File: src/hw/rtl/sm64rb_pkg.sv
// Types, constants and the base lookup shared by the splitmix64 draw core.
package sm64rb_pkg;

    typedef enum logic [1:0] {
        MODE_SEED  = 2'd0,
        MODE_FRAC  = 2'd1,
        MODE_RANGE = 2'd2,
        MODE_BASE  = 2'd3
    } t_mode;

    localparam logic [1:0] CFG_INCLUDE_N   = 2'd0;
    localparam logic [1:0] CFG_LOWER_CASE  = 2'd1;
    localparam logic [1:0] CFG_RANDOM_CASE = 2'd2;

    localparam int QUEUE_DEPTH = 2;
    localparam int QUEUE_AW    = $clog2(QUEUE_DEPTH);

    localparam logic [63:0] GEN_RESET = 64'd1;
    localparam logic [63:0] GOLDEN    = 64'h9E3779B97F4A7C15;
    localparam logic [63:0] MIX_MUL1  = 64'hBF58476D1CE4E5B9;
    localparam logic [63:0] MIX_MUL2  = 64'h94D049BB133111EB;

    localparam logic [30:0] N5_TH_A = 31'd1717986919;
    localparam logic [30:0] N5_TH_T = 31'd1288490189;
    localparam logic [30:0] N5_TH_G = 31'd858993460;
    localparam logic [30:0] N5_TH_C = 31'd429496730;
    localparam logic [30:0] N4_TH_A = 31'd1610612736;
    localparam logic [30:0] N4_TH_T = 31'd1073741824;
    localparam logic [30:0] N4_TH_G = 31'd536870912;
    localparam logic [30:0] HALF_K  = 31'd1073741824;

    localparam logic [7:0] CHAR_A      = 8'h41;
    localparam logic [7:0] CHAR_T      = 8'h54;
    localparam logic [7:0] CHAR_G      = 8'h47;
    localparam logic [7:0] CHAR_C      = 8'h43;
    localparam logic [7:0] CHAR_N      = 8'h4E;
    localparam logic [7:0] CASE_OFFSET = 8'd32;

    typedef struct packed {
        t_mode       mode;
        logic [63:0] seed;
        logic [63:0] rmin;
        logic [63:0] rmax;
        logic [63:0] diff;
        logic        bad;
    } t_req;

    typedef struct packed {
        logic [30:0] fraction;
        logic [63:0] int_value;
        logic [7:0]  base_char;
        logic        range_error;
    } t_res;

    typedef struct packed {
        logic include_n;
        logic lower_case;
        logic random_case;
    } t_cfg;

    function automatic logic [7:0] pick_base(input logic [30:0] k, input logic include_n);
        logic [7:0] c;
        if (include_n) begin
            if (k >= N5_TH_A)      c = CHAR_A;
            else if (k >= N5_TH_T) c = CHAR_T;
            else if (k >= N5_TH_G) c = CHAR_G;
            else if (k >= N5_TH_C) c = CHAR_C;
            else                   c = CHAR_N;
        end else begin
            if (k >= N4_TH_A)      c = CHAR_A;
            else if (k >= N4_TH_T) c = CHAR_T;
            else if (k >= N4_TH_G) c = CHAR_G;
            else                   c = CHAR_C;
        end
        return c;
    endfunction

endpackage

File: src/hw/rtl/splitmix64_range_and_base_draw_core.sv
// Requests pass the request queue; seed and empty range are answered from idle,
// fraction and base take two mixing multiplies, a random-case base a second draw,
// range adds RLO, RHI, RSUM, RFIX. A new request starts once the last is done; the
// single 32x32 multiplier does three partial products per mixing multiply, two for range.
// Reset is synchronous, active low: generator state 1, control and config 0, queue empty.
module splitmix64_range_and_base_draw_core
    import sm64rb_pkg::*;
(
    input  logic         i_clk,
    input  logic         i_rst_n,
    input  logic         s_axis_tvalid,
    output logic         s_axis_tready,
    input  logic [191:0] s_axis_tdata,  // seed_value, range_min, range_max
    input  logic [1:0]   s_axis_tuser,  // mode
    output logic         m_axis_tvalid,
    input  logic         m_axis_tready,
    output logic [103:0] m_axis_tdata,  // fraction, int_value, base_char, zero pad
    output logic         m_axis_tuser,  // range_error
    input  logic         i_cfg_we,
    input  logic [1:0]   i_cfg_idx,
    input  logic         i_cfg_data
);

    t_cfg r_cfg;
    t_req req;
    logic req_valid;
    logic req_pop;
    t_res res;

    always_ff @(posedge i_clk) begin
        if (!i_rst_n) begin
            r_cfg <= '0;
        end else if (i_cfg_we) begin
            unique case (i_cfg_idx)
                CFG_INCLUDE_N:   r_cfg.include_n   <= i_cfg_data;
                CFG_LOWER_CASE:  r_cfg.lower_case  <= i_cfg_data;
                CFG_RANDOM_CASE: r_cfg.random_case <= i_cfg_data;
                default: ;
            endcase
        end
    end

    sm64rb_front u_front (
        .i_clk       (i_clk),
        .i_rst_n     (i_rst_n),
        .i_valid     (s_axis_tvalid),
        .o_ready     (s_axis_tready),
        .i_mode      (t_mode'(s_axis_tuser)),
        .i_seed      (s_axis_tdata[63:0]),
        .i_min       (s_axis_tdata[127:64]),
        .i_max       (s_axis_tdata[191:128]),
        .o_req       (req),
        .o_req_valid (req_valid),
        .i_req_pop   (req_pop)
    );

    sm64rb_back u_back (
        .i_clk       (i_clk),
        .i_rst_n     (i_rst_n),
        .i_cfg       (r_cfg),
        .i_req       (req),
        .i_req_valid (req_valid),
        .o_req_pop   (req_pop),
        .o_res       (res),
        .o_res_valid (m_axis_tvalid),
        .i_res_ready (m_axis_tready)
    );

    assign m_axis_tdata = {1'b0, res.base_char, res.int_value, res.fraction};
    assign m_axis_tuser = res.range_error;

endmodule

File: src/hw/rtl/sm64rb_front.sv
// Front end: takes requests, classifies range requests and queues them.
module sm64rb_front
    import sm64rb_pkg::*;
(
    input  logic        i_clk,
    input  logic        i_rst_n,
    input  logic        i_valid,
    output logic        o_ready,
    input  t_mode       i_mode,
    input  logic [63:0] i_seed,
    input  logic [63:0] i_min,
    input  logic [63:0] i_max,
    output t_req        o_req,
    output logic        o_req_valid,
    input  logic        i_req_pop
);

    t_req                r_q [QUEUE_DEPTH];
    logic [QUEUE_AW-1:0] r_wp;
    logic [QUEUE_AW-1:0] r_rp;
    logic [QUEUE_AW:0]   r_cnt;
    logic                push;
    logic                pop;
    t_req                entry;

    // The difference is exact modulo 2^64 and only used when max is above min.
    always_comb begin
        entry.mode = i_mode;
        entry.seed = i_seed;
        entry.rmin = i_min;
        entry.rmax = i_max;
        entry.diff = i_max - i_min;
        entry.bad  = !($signed(i_min) < $signed(i_max));
    end

    assign o_ready     = (r_cnt != (QUEUE_AW + 1)'(QUEUE_DEPTH));
    assign push        = i_valid && o_ready;
    assign pop         = i_req_pop && (r_cnt != '0);
    assign o_req_valid = (r_cnt != '0);
    assign o_req       = r_q[r_rp];

    always_ff @(posedge i_clk) begin
        if (!i_rst_n) begin
            r_wp  <= '0;
            r_rp  <= '0;
            r_cnt <= '0;
        end else begin
            if (push) r_wp <= r_wp + 1'b1;
            if (pop)  r_rp <= r_rp + 1'b1;
            if (push && !pop)      r_cnt <= r_cnt + 1'b1;
            else if (pop && !push) r_cnt <= r_cnt - 1'b1;
        end
    end

    always_ff @(posedge i_clk) begin
        if (push) r_q[r_wp] <= entry;
    end

endmodule

File: src/hw/rtl/sm64rb_back.sv
// Back end: generator state, shared 32x32 multiplier and result register.
module sm64rb_back
    import sm64rb_pkg::*;
(
    input  logic i_clk,
    input  logic i_rst_n,
    input  t_cfg i_cfg,
    input  t_req i_req,
    input  logic i_req_valid,
    output logic o_req_pop,
    output t_res o_res,
    output logic o_res_valid,
    input  logic i_res_ready
);

    typedef enum logic [2:0] {
        S_IDLE, S_MUL, S_USE, S_RLO, S_RHI, S_RSUM, S_RFIX
    } t_state;

    t_state      r_state, n_state;
    logic [63:0] r_gen, n_gen;
    logic [63:0] r_z, n_z;
    logic [63:0] r_acc, n_acc;
    logic        r_round, n_round;
    logic [1:0]  r_part, n_part;
    logic        r_second, n_second;
    logic [7:0]  r_char, n_char;
    logic [30:0] r_k, n_k;
    logic [63:0] r_q, n_q;
    logic [63:0] r_res, n_res;
    logic        r_rnz, n_rnz;
    t_mode       r_mode, n_mode;
    logic [63:0] r_min, n_min;
    logic [63:0] r_max, n_max;
    logic [63:0] r_diff, n_diff;
    t_res        r_out, n_out;
    logic        r_out_valid, n_out_valid;

    logic [31:0] mul_a;
    logic [31:0] mul_b;
    logic [63:0] prod;
    logic [63:0] mix_c;
    logic [63:0] mac_sum;
    logic [63:0] gen_next;
    logic [63:0] z_start;
    logic [63:0] w;
    logic [30:0] k;
    logic [7:0]  base;
    logic [63:0] fix;
    logic        out_free;

    assign mix_c    = r_round ? MIX_MUL2 : MIX_MUL1;
    assign gen_next = r_gen + GOLDEN;
    assign z_start  = gen_next ^ (gen_next >> 30);
    assign w        = r_acc ^ (r_acc >> 31);
    assign k        = w[63:33];
    assign base     = pick_base(k, i_cfg.include_n);
    assign fix      = r_res + {63'd0, r_rnz & r_res[63]};
    assign out_free = !r_out_valid || i_res_ready;

    always_comb begin
        mul_a = '0;
        mul_b = '0;
        unique case (r_state)
            S_MUL: begin
                mul_a = (r_part == 2'd2) ? r_z[63:32] : r_z[31:0];
                mul_b = (r_part == 2'd1) ? mix_c[63:32] : mix_c[31:0];
            end
            S_RLO: begin
                mul_a = r_diff[31:0];
                mul_b = {1'b0, r_k};
            end
            S_RHI: begin
                mul_a = r_diff[63:32];
                mul_b = {1'b0, r_k};
            end
            default: begin
                mul_a = '0;
                mul_b = '0;
            end
        endcase
    end

    assign prod    = mul_a * mul_b;
    assign mac_sum = (r_part == 2'd0) ? prod : r_acc + {prod[31:0], 32'd0};

    always_comb begin
        n_state     = r_state;
        n_gen       = r_gen;
        n_z         = r_z;
        n_acc       = r_acc;
        n_round     = r_round;
        n_part      = r_part;
        n_second    = r_second;
        n_char      = r_char;
        n_k         = r_k;
        n_q         = r_q;
        n_res       = r_res;
        n_rnz       = r_rnz;
        n_mode      = r_mode;
        n_min       = r_min;
        n_max       = r_max;
        n_diff      = r_diff;
        n_out       = r_out;
        n_out_valid = r_out_valid && !i_res_ready;
        o_req_pop   = 1'b0;
        unique case (r_state)
            S_IDLE: begin
                if (i_req_valid && out_free) begin
                    o_req_pop = 1'b1;
                    n_mode    = i_req.mode;
                    n_min     = i_req.rmin;
                    n_max     = i_req.rmax;
                    n_diff    = i_req.diff;
                    n_second  = 1'b0;
                    if (i_req.mode == MODE_SEED) begin
                        n_gen       = i_req.seed;
                        n_out       = '0;
                        n_out_valid = 1'b1;
                    end else if (i_req.mode == MODE_RANGE && i_req.bad) begin
                        n_out             = '0;
                        n_out.range_error = 1'b1;
                        n_out_valid       = 1'b1;
                    end else begin
                        n_gen   = gen_next;
                        n_z     = z_start;
                        n_round = 1'b0;
                        n_part  = 2'd0;
                        n_state = S_MUL;
                    end
                end
            end
            S_MUL: begin
                n_acc = mac_sum;
                if (r_part == 2'd2) begin
                    n_part = 2'd0;
                    if (!r_round) begin
                        n_round = 1'b1;
                        n_z     = mac_sum ^ (mac_sum >> 27);
                    end else begin
                        n_state = S_USE;
                    end
                end else begin
                    n_part = r_part + 2'd1;
                end
            end
            S_USE: begin
                n_out   = '0;
                n_state = S_IDLE;
                case (r_mode)
                    MODE_FRAC: begin
                        n_out.fraction = k;
                        n_out_valid    = 1'b1;
                    end
                    MODE_RANGE: begin
                        n_k     = k;
                        n_state = S_RLO;
                    end
                    default: begin
                        if (r_second) begin
                            n_out.base_char = (k > HALF_K) ? r_char + CASE_OFFSET : r_char;
                            n_out_valid     = 1'b1;
                        end else if (i_cfg.lower_case) begin
                            n_out.base_char = base + CASE_OFFSET;
                            n_out_valid     = 1'b1;
                        end else if (i_cfg.random_case) begin
                            n_char   = base;
                            n_second = 1'b1;
                            n_gen    = gen_next;
                            n_z      = z_start;
                            n_round  = 1'b0;
                            n_part   = 2'd0;
                            n_state  = S_MUL;
                        end else begin
                            n_out.base_char = base;
                            n_out_valid     = 1'b1;
                        end
                    end
                endcase
            end
            S_RLO: begin
                n_acc   = prod;
                n_state = S_RHI;
            end
            S_RHI: begin
                n_q     = {prod[62:0], 1'b0} + {31'd0, r_acc[63:31]};
                n_rnz   = |r_acc[30:0];
                n_state = S_RSUM;
            end
            S_RSUM: begin
                n_res   = r_min + r_q;
                n_state = S_RFIX;
            end
            S_RFIX: begin
                n_out = '0;
                if ($signed(fix) < $signed(r_max)) n_out.int_value = fix;
                else                               n_out.int_value = r_max - 64'd1;
                n_out_valid = 1'b1;
                n_state     = S_IDLE;
            end
            default: begin
                n_state = S_IDLE;
            end
        endcase
    end

    always_ff @(posedge i_clk) begin
        if (!i_rst_n) begin
            r_state     <= S_IDLE;
            r_gen       <= GEN_RESET;
            r_out_valid <= 1'b0;
            r_round     <= 1'b0;
            r_part      <= 2'd0;
            r_second    <= 1'b0;
        end else begin
            r_state     <= n_state;
            r_gen       <= n_gen;
            r_out_valid <= n_out_valid;
            r_round     <= n_round;
            r_part      <= n_part;
            r_second    <= n_second;
        end
    end

    always_ff @(posedge i_clk) begin
        r_z    <= n_z;
        r_acc  <= n_acc;
        r_char <= n_char;
        r_k    <= n_k;
        r_q    <= n_q;
        r_res  <= n_res;
        r_rnz  <= n_rnz;
        r_mode <= n_mode;
        r_min  <= n_min;
        r_max  <= n_max;
        r_diff <= n_diff;
        r_out  <= n_out;
    end

    assign o_res       = r_out;
    assign o_res_valid = r_out_valid;

endmodule

File: config.mk
export PLATFORM = sky130hd
export DESIGN_NAME = splitmix64_range_and_base_draw_core
export DESIGN_NICKNAME = d
export VERILOG_FILES = /design/src/hw/rtl/sm64rb_pkg.sv /design/src/hw/rtl/splitmix64_range_and_base_draw_core.sv /design/src/hw/rtl/sm64rb_front.sv /design/src/hw/rtl/sm64rb_back.sv
export SDC_FILE = /design/constraint.sdc
export NUM_CORES = 2
export LEC_CHECK = 0
export BUFFER_PORTS_ARGS = -buffer_cell sky130_fd_sc_hd__buf_2
export CORE_ASPECT_RATIO = 1.5
export CORE_MARGIN = 10
export CORE_UTILIZATION = 70
export CTS_BUF_LIST = sky130_fd_sc_hd__clkbuf_4 sky130_fd_sc_hd__clkbuf_8
export CTS_CLUSTER_DIAMETER = 50
export DETAILED_ROUTE_END_ITERATION = 10
export GPL_ROUTABILITY_DRIVEN = 1
export PLACE_DENSITY_LB_ADDON = 0.1
export SYNTH_ARGS = -nofsm -noshare
export SYNTH_HDL_FRONTEND = slang
export SYNTH_SLANG_ARGS = --single-unit
export TNS_END_PERCENT = 30
File: constraint.sdc
create_clock -name i_clk -period 28.3 [get_ports i_clk]
set_input_delay 2.83 -clock i_clk [delete_from_list [all_inputs] [get_ports i_clk]]
set_output_delay 2.83 -clock i_clk [all_outputs]
set_load 0.01 [all_outputs]
==> run metrics <==
clock buffer depth 3; synth unique cells 93; Sink Count 1188; largest net degree at the start of global routing 137; PwrDens 132.2 mW/mm^2; reg2reg start u_back.r_state[1]; Synth async-reset ratio 0%; area grow syn2layout 7.342%; critical path's slowest cell a22o_1; synthesized area per cell 10.38 sq um; first-pass GRT wire length 463400 microns; H-tree depth 4; post-CTS sizing 0; share of the synthesized area in the top cell type 35.07%; internal power 6.295 mW; clk_lat worst skew 0.91 ns; Rel. slew slack -3.270%; CP top delay family adder cells; switching share of total power 53.24%; Fin Hold WS 0.5106 ns; drt total wl 314600 microns; VDD IR max 0.1978 mV; failing checks max-slew violations; Buf/Inv on CP 8; R2R cell count 40; top cells by count, synth inv_1 (1160), edfxtp_1 (1108), nand2_1 (1036), nor2_1 (913), fa_1 (899); status complete, but fails checks; number of global-route vias before repair 75530; CP Capture Point u_back.r_q[59]; origin of the worst setup path u_back.r_state[1]; Most common cell on crit path fa_1; max frequency 74.79 MHz; RR Endpoint u_back.r_q[59]; nets@finish 11030; MaxCap Viol Count 0; Slew Limit Fails 6; RSZ-0062 raised after global routing false; met3 Resource Use GR 10.20%; number of remaining DRC errors 0; CP Max Fanout 80; Final Hold Viols 0; final setup vio count 0; Post-Syn Instances 9143; Critical Path End Type register; #FFs+latches synth 1188; die area 0.1510 sq mm; final setup TNS 0 ns; Clk pwr share 10.3%; initial core utilization 70.38%; post-route insts no fill 11270; routability cong. 1.072; Total GRT Usage 41.50%; vias post-DR 73190; top cells by area, synth edfxtp_1 (35%), fa_1 (19%), ha_1 (7.4%); GR Util met2 67.88%; HPWL Detailed 241700 microns; most common cell in the netlist inv_1; CTS root buf clkbuf_8; Final WS setup 14.93 ns; DP Cell Count 10950; period utilization 47.25%; worst-margin pin slew 1.549 ns; share of layout cells above drive strength 1 10.71%; sequential share of power 23.6%; Die Height 470.9 microns; Startpoint Class register; P_leak 43.37 nW; Ports 309; Final min period 13.37 ns; P_sw 7.167 mW; cell taking the most area after synthesis edfxtp_1; routed len/inst 27.92 microns; pre-CTS setup slack 15.25 ns; GRT overflow 0; Iteration-0 DRC Markers 8141; CP peak stage delay 0.90 ns; Fin Clk Skew 0.03224 ns; Syn. warnings 0; Core Region 0.1348 sq mm; Top FF cell, synth edfxtp_1; signal arrival time at the worst endpoint 14.00 ns; Vias/cell 6.495; Post-CTS Setup Repair Bufs 0; GR met1 Demand/Resource 44.08%; Mapped Area 0.09488 sq mm; initial antenna violation count 31; Die Wd 320.6 microns; CTS Buf Count 162; row count 165; Seq/Total Area, Yosys 36.76%; max reg flops 518; Post-DRT Antenna Nets 0; number of synthesized flops with an enable pin 1108; # fillers 9215; busiest grt layer met2; DRT Pass-1 Iters 7; CTS tree yes; Top reg by flops u_front.r_q; Critical Path Stages 40; Port Buf Inserts 306; WP data required 28.93 ns; Worst-path clk slew 0.07 ns; Logic pwr share 66.1%; WS Path Type register to register; worst reg2reg setup slack 14.93 ns; Hold WC Path Type register to register; Post-CTS Hold Fix Bufs 0
-- cell families (layout without fill, tap and decap cells) --
logic type	after synthesis	after routing	synth area share [%]
AO/OA/AOI/OAI	1404	1404	9.457
buffers and inverters	1570	1922	6.242
other	1	21	0.003952
XOR/XNOR	486	486	4.486
flip-flops	1188	1188	36.76
adder cells (fa/ha/maj)	1460	1460	26.37
AND/OR/NAND/NOR	2640	2640	12.27
multiplexers	394	394	4.415
-- final cells by class --
cell class / instances / area [sq um] / area share, %
tap: 1753 / 2193 / 2.154
antenna: 19 / 47.55 / 0.04668
sequential: 1188 / 34880 / 34.25
inverter: 1160 / 4362 / 4.283
multi-input combinational: 6386 / 54260 / 53.27
clock inverter: 79 / 656.9 / 0.6450
timing repair buffer: 467 / 2753 / 2.703
clock buffer: 216 / 2698 / 2.649
-- layer usage --
metal / part of all wire, % / vias to the layer above / wire length [microns]
li1: - / 31140 / -
met1: 31 / 35550 / 98630
met2: 48 / 4727 / 149400
met3: 9.8 / 1740 / 30800
met4: 11 / 22 / 35560
met5: 0.046 / - / 145
-- worst register-to-register path: cells and delay by family, from the launching register on --
| kind | cells | cell delay (ns) |
|---|---|---|
| simple gates | 11 | 2.46 |
| fa+ha+maj | 10 | 4.51 |
| compound gates | 9 | 3.52 |
| xor+xnor | 2 | 0.27 |
| buf+inv | 8 | 2.01 |
| flops | 1 | 0.31 |
-- cell usage in the layout (no fill, tap or decap), types with 84 or more instances in the layout --
master    instances
mux2i_1         198
edfxtp_1       1108
fa_1            899
buf_4           160
clkbuf_8        172
nor2b_1          89
mux2_2          196
a21oi_1         395
xor2_1          164
inv_1          1159
nand3_1         103
nand4_1          84
buf_2           306
ha_1            561
nand2_1        1033
nor2_1          909
o21ai_0         291
nor3_1           98
xnor2_1         322
a21o_1          187
-- worst min-delay path by stage --
stage | from | end | cells past startpoint
floorplan | u_back.r_acc[31] | u_back.r_q[0] | 0
global placement | u_back.r_gen[1] | u_back.r_gen[1] | 2
detailed placement | u_back.r_gen[40] | u_back.r_gen[40] | 2
CTS | u_back.r_gen[40] | u_back.r_gen[40] | 2
global route | u_back.r_gen[40] | u_back.r_gen[40] | 2
finish | u_back.r_gen[40] | u_back.r_gen[40] | 2
-- power by group through the flow --
stage / sequential, mW / combinational [mW] / clock, mW
2_1_floorplan: 3.14 / 5.28 / 0
3_3_place_gp: 3.16 / 8.29 / 0
3_5_place_dp: 3.18 / 8.35 / 0
4_1_cts: 3.15 / 8.48 / 1.39
5_1_grt: 3.19 / 9.31 / 1.46
6_report: 3.18 / 8.90 / 1.39
-- stage by stage --
| stage | cell area [sq um] | total power [mW] | util [%] |
|---|---|---|---|
| finish | 101800 | 13.46 | 75.55 |
| CTS | 101800 | 13.03 | 75.51 |
| global route | 101800 | 13.97 | 75.53 |
| global placement | 98440 | 11.45 | 73.02 |
| floorplan | 94880 | 8.421 | - |
| detailed placement | 98440 | 11.53 | 73.02 |
(Power assumes the default switching activity.)
